==> config.mk <==
export PLATFORM = sky130hd
export DESIGN_NAME = sal_cell
export DESIGN_NICKNAME = d
export VERILOG_FILES = /design/src/rtl/core/sal_pkg.sv /design/src/rtl/core/sal_cell.sv
export SDC_FILE = /design/constraint.sdc
export NUM_CORES = 1
export LEC_CHECK = 0
export BUFFER_PORTS_ARGS = -buffer_cell sky130_fd_sc_hd__buf_2
export CAP_MARGIN = 20
export CORE_ASPECT_RATIO = 0.7
export CORE_MARGIN = 5
export CORE_UTILIZATION = 43
export DETAILED_ROUTE_END_ITERATION = 10
export GPL_TIMING_DRIVEN = 0
export HOLD_SLACK_MARGIN = 0.12
export PLACE_DENSITY = 0.86
export SETUP_SLACK_MARGIN = 0.1
export SYNTH_ARGS = -nofsm -noshare
export SYNTH_HDL_FRONTEND = slang
export SYNTH_SLANG_ARGS = --single-unit
==> constraint.sdc <==
create_clock -name aclk -period 4.4 [get_ports aclk]
set_input_delay 0.66 -clock aclk [delete_from_list [all_inputs] [get_ports aclk]]
set_output_delay 0.66 -clock aclk [all_outputs]
set_load 0.01 [all_outputs]
==> src/rtl/core/sal_pkg.sv <==
// ----------------------------------------------------------------------------
// sal_pkg: shared types and codes of the shifting array list
// Command and status codes, the per-cell shift control and the sweep carry
// that travels down the row of cells during search and read.
// ----------------------------------------------------------------------------
package sal_pkg;

    localparam int WORD_W   = 32;
    localparam int CMD_W    = 3;
    localparam int POS_W    = 7;
    localparam int STATUS_W = 2;
    localparam int COUNT_W  = 7;

    localparam int DEPTH_DEFAULT = 64;

    // command codes
    typedef enum logic [CMD_W-1:0] {
        CMD_INS_FRONT = 3'd0,
        CMD_INS_BACK  = 3'd1,
        CMD_INS_AT    = 3'd2,
        CMD_REM_FRONT = 3'd3,
        CMD_REM_BACK  = 3'd4,
        CMD_REM_AT    = 3'd5,
        CMD_SEARCH    = 3'd6,
        CMD_READ      = 3'd7
    } sal_cmd_t;

    // result status codes
    typedef enum logic [STATUS_W-1:0] {
        STAT_OK     = 2'd0,
        STAT_FULL   = 2'd1,
        STAT_EMPTY  = 2'd2,
        STAT_BADPOS = 2'd3
    } sal_status_t;

    // shift control broadcast to every cell
    typedef struct packed {
        logic              ins;
        logic              rem;
        logic [WORD_W-1:0] word;
    } sal_ctrl_t;

    // sweep carry handed from cell to cell
    typedef struct packed {
        logic              found;
        logic [WORD_W-1:0] data;
    } sal_carry_t;

endpackage

==> src/rtl/core/sal_cell.sv <==
// ----------------------------------------------------------------------------
// sal_cell: one slot of the shifting array list
// Holds one entry, shifts up or down with its neighbors on insert and remove,
// and adds its own compare and read-out to the sweep carry every cycle.
// ----------------------------------------------------------------------------
module sal_cell #(
    parameter int INDEX = 0,
    parameter int CMP_W = 7
) (
    input  logic                       aclk,
    input  sal_pkg::sal_ctrl_t         ctrl,
    input  logic [CMP_W-1:0]           shift_pos,
    input  logic [sal_pkg::WORD_W-1:0] key_value,
    input  logic [CMP_W-1:0]           key_pos,
    input  logic [CMP_W-1:0]           key_count,
    input  logic [sal_pkg::WORD_W-1:0] left_entry,
    input  logic [sal_pkg::WORD_W-1:0] right_entry,
    output logic [sal_pkg::WORD_W-1:0] entry,
    input  sal_pkg::sal_carry_t        carry_in,
    output sal_pkg::sal_carry_t        carry_out
);
    import sal_pkg::*;

    localparam logic [CMP_W-1:0] IDX = CMP_W'(INDEX);

    logic [WORD_W-1:0] entry_reg;
    logic [WORD_W-1:0] entry_next;
    sal_carry_t        carry_reg;
    sal_carry_t        carry_next;

    // shift up on insert, shift down on remove, else hold
    always_comb begin
        entry_next = entry_reg;
        if (ctrl.ins) begin
            if (IDX == shift_pos) begin
                entry_next = ctrl.word;
            end else if (IDX > shift_pos) begin
                entry_next = left_entry;
            end
        end else if (ctrl.rem && (IDX >= shift_pos)) begin
            entry_next = right_entry;
        end
    end

    // local compare and read-out folded into the carry
    always_comb begin
        carry_next.found = carry_in.found | ((IDX < key_count) && (entry_reg == key_value));
        carry_next.data  = (IDX == key_pos) ? entry_reg : carry_in.data;
    end

    always_ff @(posedge aclk) begin
        entry_reg <= entry_next;
        carry_reg <= carry_next;
    end

    assign entry     = entry_reg;
    assign carry_out = carry_reg;

endmodule

==> qor.txt, run 1 <==
STA
----------------------------------------------------------------------------------
Fmax achieved .......................................................      442 MHz
Fin. Hold Viols .....................................................            0
Setup tns final .....................................................         0 ns
Final critical-path share of the clock period .......................        0.514
Headroom to the max-slew limit ......................................        0.388
Transition time of the tightest slew-check pin ......................     0.916 ns
Min Tclk post-route .................................................      2.26 ns
Unrepaired setup endpoints after global routing .....................        false
Number of setup violations in the final report ......................            0
Final count of pins violating max slew ..............................            0
Largest clock skew in the final design ..............................   0.00808 ns
Final hold slack ....................................................     0.534 ns

POWER AND IR DROP
----------------------------------------------------------------------------------
Part of the total power dissipated in the clock network .............        0.355
Switching share of power ............................................        0.234
Cell-internal power .................................................    0.00103 W
Static leakage power ................................................      2.51 nW
Comb pwr share ......................................................        0.153
Reg power frac ......................................................        0.492
Power Dens Cells ....................................................  281 nW/um^2
Peak VDD IR .........................................................       152 uV
Switching power .....................................................   0.000313 W

CTS
----------------------------------------------------------------------------------
Clock-pin transition on the worst setup and hold timing paths .......      0.06 ns
Number of buffers created by CTS ....................................            9
Setup bufs post-CTS .................................................            0
Maximum clock path buffer count .....................................            2
TritonCTS clock tree ................................................        built
Clock sink count ....................................................           65
Clock tree root driver cell ......................................... sky130_fd_sc_hd__clkbuf_8
Worst-skew pair later-pin latency ...................................      0.33 ns
Deepest level of the CTS H-tree .....................................            3
Count of cells resized by post-cts repair ...........................            0
Hold_buf cts ........................................................            0

SYNTH
----------------------------------------------------------------------------------
Synthesized area per cell ...........................................   12.4 sq um
Synthesized instance count ..........................................          260
Total standard cell area after synthesis ............................   3210 sq um
Yosys synthesis warning count .......................................            0
Count of cell types in the netlist ..................................           18
Asr flop ratio synth ................................................            0
Register bit count reported by yosys ................................           65
Seq/Total Area, Yosys ...............................................        0.505
Syn nets ............................................................          445
EDFF count, synth ...................................................           32
Main synth FF type .................................................. sky130_fd_sc_hd__dfxtp_1

FLOORPLAN
----------------------------------------------------------------------------------
Die width ...........................................................       113 um
Chip height .........................................................      82.3 um
Top-level port count ................................................          250
Total die area ......................................................   9330 sq um
Number of cell rows .................................................           26
Starting density of the core ........................................        0.441
Core Region .........................................................   7290 sq um

SETUP PATH
----------------------------------------------------------------------------------
Maximum fanout along the worst path .................................           32
Worst Setup End Kind ................................................     register
Crit-path max cell delay ............................................      0.73 ns
List of cells traversed by the critical path ........................ buf_2 > nor4_2 > nand2_2 > buf_6 > nor2_4
Startpoint type of the worst setup path ............................. primary input
Data required time of the worst path ................................      4.35 ns
Slowest library cell on the worst path .............................. sky130_fd_sc_hd__nor2_4
Path type of the worst setup path ................................... primary input to register
R2R cell count ......................................................            4
Arrival @ worst endpoint ............................................      2.21 ns

ROUTING
----------------------------------------------------------------------------------
Via density .........................................................         4.76
Total wirelength of the detailed-routed design ......................      10.9 mm
Residual DRC ........................................................            0
Total iterations of the first detailed-routing run ..................            4
Remaining antenna violation count ...................................            0
Number of vias after detailed routing ...............................        2,963
First DRT Iteration DRCs ............................................           82
Average routed wire per standard cell ...............................      17.5 um

MIN PATH
----------------------------------------------------------------------------------
Hold Path Cell Cnt ..................................................            2
Worst min-delay path category ....................................... primary input to register

PLACEMENT
----------------------------------------------------------------------------------
Global placement routability congestion .............................        0.835
Total of buffers placed on input and output ports ...................          248
Detailed Place HPWL .................................................      9.08 mm

LAYOUT
----------------------------------------------------------------------------------
Share of post-route cells with drive strength above 1 ...............        0.584
Area grow syn2layout ................................................        48.5%
Net total in the final layout .......................................          704
Antenna cell count ..................................................            0
Flip-flop count of the largest register, all copies and words added .           33

RUN STATUS
----------------------------------------------------------------------------------
Status .............................................................. finished, final reports clean

GRT
----------------------------------------------------------------------------------
Initial antenna violation count .....................................            0
Global-route wire length before repair ..............................      15.5 mm
Highest-utilization routing layer at the global route stage .........         met2
Largest net degree at the start of global routing ...................           33
Met3 track utilization from global routing ..........................       0.0634
Met2 track demand over resource in global routing ...................        0.407
Remaining global-route overflow .....................................            0
Vias in the first global route ......................................        3,116
GRT Total Usage .....................................................        0.221
Met1 layer usage reported by global route ...........................        0.259

FLOW RUN
----------------------------------------------------------------------------------
Max-cap violation count .............................................            0

-- cell usage after synthesis, drive strengths merged, types with 4 or more instances --
master	count	area share
nand4	8	0.016
nor4	4	0.012
dfxtp	33	0.21
xnor2	32	0.087
nor2	34	0.040
buf	8	0.024
mux2i	32	0.10
clkbuf	5	0.0058
nor3	4	0.0062
mux2	32	0.15
edfxtp	32	0.30
a21oi	33	0.051
-- worst max-delay path: cells and delay by family --
family,cells,cell delay (ns)
and+or+nand+nor,3,1.23
buffers and inverters,2,0.32
-- kinds of logic (layout without fill, tap and decap cells) --
family | after synthesis | after routing | share of synthesized area
AO/OA/AOI/OAI | 34 | 34 | 0.0541
XOR/XNOR | 32 | 32 | 0.0873
buffers and inverters | 13 | 277 | 0.0296
flip-flops | 65 | 65 | 0.505
multiplexers | 64 | 64 | 0.247
AND/OR/NAND/NOR | 52 | 52 | 0.0771
-- power groups by stage --
stage / Clock [W] / Combinational (W) / Sequential (W)
2_1_floorplan: 0 / 0.0000759 / 0.000684
3_3_place_gp: 0 / 0.000197 / 0.000673
3_5_place_dp: 0 / 0.000205 / 0.000674
4_1_cts: 0.000484 / 0.000206 / 0.000660
5_1_grt: 0.000514 / 0.000223 / 0.000662
6_report: 0.000477 / 0.000205 / 0.000660
-- per-layer routing --
layer	up-vias	routed length [um]
met5	-	0
met4	0	105
met3	11	870
met2	154	5620
met1	1344	4290
li1	1454	-
-- final timing paths --
path / start / endpoint / slack, ns
setup / recovery: shift_pos[4] / entry[15] / 2.14
hold / removal: carry_in[32] / carry_out[32] / 0.53
setup reg to reg: entry[11] / carry_out[32] / 2.89
hold reg to reg: entry[19] / carry_out[19] / 0.56
-- layout by cell type, fill, tap and decap left out, drive strengths merged --
master / count
nor4: 4
xnor2: 32
clkinv: 1
nor2: 34
clkbuf: 19
mux2i: 32
buf: 256
nand4: 8
mux2: 32
nor3: 4
dfxtp: 33
a21oi: 33
a31o: 1
edfxtp: 32
clkinvlp: 1
nand2: 2
-- per-stage QoR --
stage	worst slack, ns	total power, W	std cells	utilization	instance area (sq um)
global route	2.04	0.00140	622	0.655	4770
detailed placement	1.76	0.000879	606	0.629	4580
CTS	2.11	0.00135	622	0.655	4770
floorplan	1.32	0.000760	260	-	3210
global placement	0.437	0.000870	606	0.628	4580
finish	2.14	0.00134	622	0.655	4770
-- layout make-up --
type	count	area, sq um
fillers	600	2520
flip-flops and latches	65	1620
multi-input cells	182	1500
repair buffers	248	1240
clock buffers	14	174
well taps	98	123
plain buffers	13	95.1
clock inverters	2	12.5
Note: power is estimated with default switching activity, not from simulation.
==> run 2, diff against run 1 <==
--- a/config.mk
+++ b/config.mk
@@ -9,11 +9,11 @@
 export CAP_MARGIN = 20
 export CORE_ASPECT_RATIO = 0.7
 export CORE_MARGIN = 5
-export CORE_UTILIZATION = 43
+export CORE_UTILIZATION = 36
 export DETAILED_ROUTE_END_ITERATION = 10
 export GPL_TIMING_DRIVEN = 0
 export HOLD_SLACK_MARGIN = 0.12
-export PLACE_DENSITY = 0.86
+export PLACE_DENSITY = 0.77
 export SETUP_SLACK_MARGIN = 0.1
 export SYNTH_ARGS = -nofsm -noshare
 export SYNTH_HDL_FRONTEND = slang
==> constraint.sdc (replaced) <==
create_clock -name aclk -period 1.9 [get_ports aclk]
set_input_delay 0.285 -clock aclk [delete_from_list [all_inputs] [get_ports aclk]]
set_output_delay 0.285 -clock aclk [all_outputs]
set_load 0.01 [all_outputs]
==> run 2 against run 1 <==
Register-to-register slack got worse by 2.6 ns. Sequential power increased by 130%. First-iteration DRC count fell by 7.3%. Via count increased by 1.3%. Die area is 17% higher. Highest routed layer unchanged.
==> qor.txt, run 2 (synthesis gave the netlist of run 1 again) <==
STA
----------------------------------------------------------------------------------
Number of setup violations in the final report ......................            0
Final critical-path share of the clock period .......................        0.871
Min Tclk post-route .................................................      1.66 ns
Transition time of the tightest slew-check pin ......................     0.606 ns
Final count of pins violating max slew ..............................            0
Headroom to the max-slew limit ......................................        0.596
Fmax achieved .......................................................      604 MHz
Largest clock skew in the final design ..............................   0.00381 ns
Unrepaired setup endpoints after global routing .....................        false
Worst path setup slack after routing ................................     0.245 ns
Fin. Hold Viols .....................................................            0

GRT
----------------------------------------------------------------------------------
Largest net degree at the start of global routing ...................           17
Global-route wire length before repair ..............................      16.0 mm
GRT Total Usage .....................................................        0.196
Vias in the first global route ......................................        3,259
Initial antenna violation count .....................................            0
Remaining global-route overflow .....................................            0

SETUP PATH
----------------------------------------------------------------------------------
Startpoint type of the worst setup path ............................. primary input
Maximum fanout along the worst path .................................           16
R2R cell count ......................................................            4
Arrival @ worst endpoint ............................................      1.61 ns
Slowest library cell on the worst path .............................. sky130_fd_sc_hd__nor2_4
Cell depth of the worst setup path ..................................            4
Path type of the worst setup path ................................... primary input to register
List of cells traversed by the critical path ........................ buf_2 > buf_1 > nor2_1 > nor2_4
Worst R2R Start .....................................................    entry[25]
Delay-heaviest family, CP ........................................... simple AND/OR/NAND/NOR gates
Worst Setup End Kind ................................................     register
Data required time of the worst path ................................      1.86 ns
Total buffers and inverters traversed by the critical path ..........            2
Crit-path max cell delay ............................................      0.46 ns
Worst Setup SP ......................................................     ctrl[33]

LAYOUT
----------------------------------------------------------------------------------
Commonest cells after routing, fill and taps aside .................. sky130_fd_sc_hd__buf_2, sky130_fd_sc_hd__nor2_1, sky130_fd_sc_hd__a21oi_1, sky130_fd_sc_hd__dfxtp_1
Flip-flop count of the largest register, all copies and words added .           33
Leading cell type in the layout, fill and taps excluded ............. sky130_fd_sc_hd__buf_2
Net total in the final layout .......................................          705
Final standard cell area without fillers ............................   4940 sq um
Antenna cell count ..................................................            0
Share of post-route cells with drive strength above 1 ...............        0.589
Area grow syn2layout ................................................        53.7%

MIN PATH
----------------------------------------------------------------------------------
Worst min-delay path category ....................................... primary input to register
Hold Path Cell Cnt ..................................................            2
Start point of the worst hold path .................................. carry_in[32]

FLOORPLAN
----------------------------------------------------------------------------------
Top-level port count ................................................          250
Number of cell rows .................................................           28
Core Region .........................................................   8580 sq um
Total die area ...................................................... 10,900 sq um
Die width ...........................................................       123 um
Starting density of the core ........................................        0.374
Chip height .........................................................      89.0 um

PLACEMENT
----------------------------------------------------------------------------------
Worst setup slack before clock tree synthesis .......................    -0.419 ns
Total of buffers placed on input and output ports ...................          248
Dpl cell area .......................................................   4610 sq um
Detailed Place HPWL .................................................      9.26 mm
Global placement routability congestion .............................        0.824

ROUTING
----------------------------------------------------------------------------------
First DRT Iteration DRCs ............................................           76
Average routed wire per standard cell ...............................      17.4 um
Total iterations of the first detailed-routing run ..................            4
Remaining antenna violation count ...................................            0
Via density .........................................................         4.65
Residual DRC ........................................................            0
Number of vias after detailed routing ...............................        3,001
Total wirelength of the detailed-routed design ......................      11.2 mm

FLOW RUN
----------------------------------------------------------------------------------
Max-cap violation count .............................................            0

CTS
----------------------------------------------------------------------------------
Clock sink count ....................................................           65
Deepest level of the CTS H-tree .....................................            3
Worst-skew pair later-pin latency ...................................      0.32 ns
Clock tree root driver cell ......................................... sky130_fd_sc_hd__clkbuf_16
Clock-pin transition on the worst setup and hold timing paths .......      0.05 ns
Hold_buf cts ........................................................            0
Setup bufs post-CTS .................................................            0
TritonCTS clock tree ................................................        built
Count of cells resized by post-cts repair ...........................            1
Number of buffers created by CTS ....................................            9
Maximum clock path buffer count .....................................            2

POWER AND IR DROP
----------------------------------------------------------------------------------
Peak VDD IR .........................................................       386 uV
Power Dens Cells ....................................................  750 nW/um^2
Static leakage power ................................................      2.58 nW

RUN STATUS
----------------------------------------------------------------------------------
Status .............................................................. finished, final reports clean

==> run 2: report_power, final <==
group          internal [W]  switching [W]  leakage, nW
Sequential          0.00152      0.0000128        0.576
Combinational      0.000277       0.000198         1.85
Clock               0.00112       0.000576        0.154
Total               0.00292       0.000787         2.58
==> run 2: final timing paths <==
path | endpoint | slack (ns)
worst max register to register | carry_out[32] | 0.34
worst min-delay path | carry_out[32] | 0.15
worst max-delay path | entry[26] | 0.24
worst min register to register | carry_out[30] | 0.56
==> run 2: through the flow <==
step	utilization	hold WS (ns)	setup TNS, ns	total power [W]	cells
finish	0.575	0.155	0	0.00370	645
global route	0.575	0.147	0	0.00386	645
CTS	0.575	0.145	0	0.00374	645
detailed placement	0.537	0.476	-13.34	0.00204	628
global placement	0.537	0.471	-11.87	0.00202	628
floorplan	-	0.384	0	0.00176	260
==> run 2: metal layers <==
metal	global-route usage	routed length [um]
met1	0.228	4310
met2	0.361	5710
met3	0.0525	1030
met4	0.0508	170
met5	0	0
==> run 2: cell type report <==
type / instances / area [sq um]
timing repair buffer: 248 / 1240
buffer: 13 / 95.1
multi-input combinational: 183 / 1510
sequential: 65 / 1620
clock buffer: 11 / 264
tap: 120 / 150
fill: 775 / 3650
clock inverter: 5 / 51.3
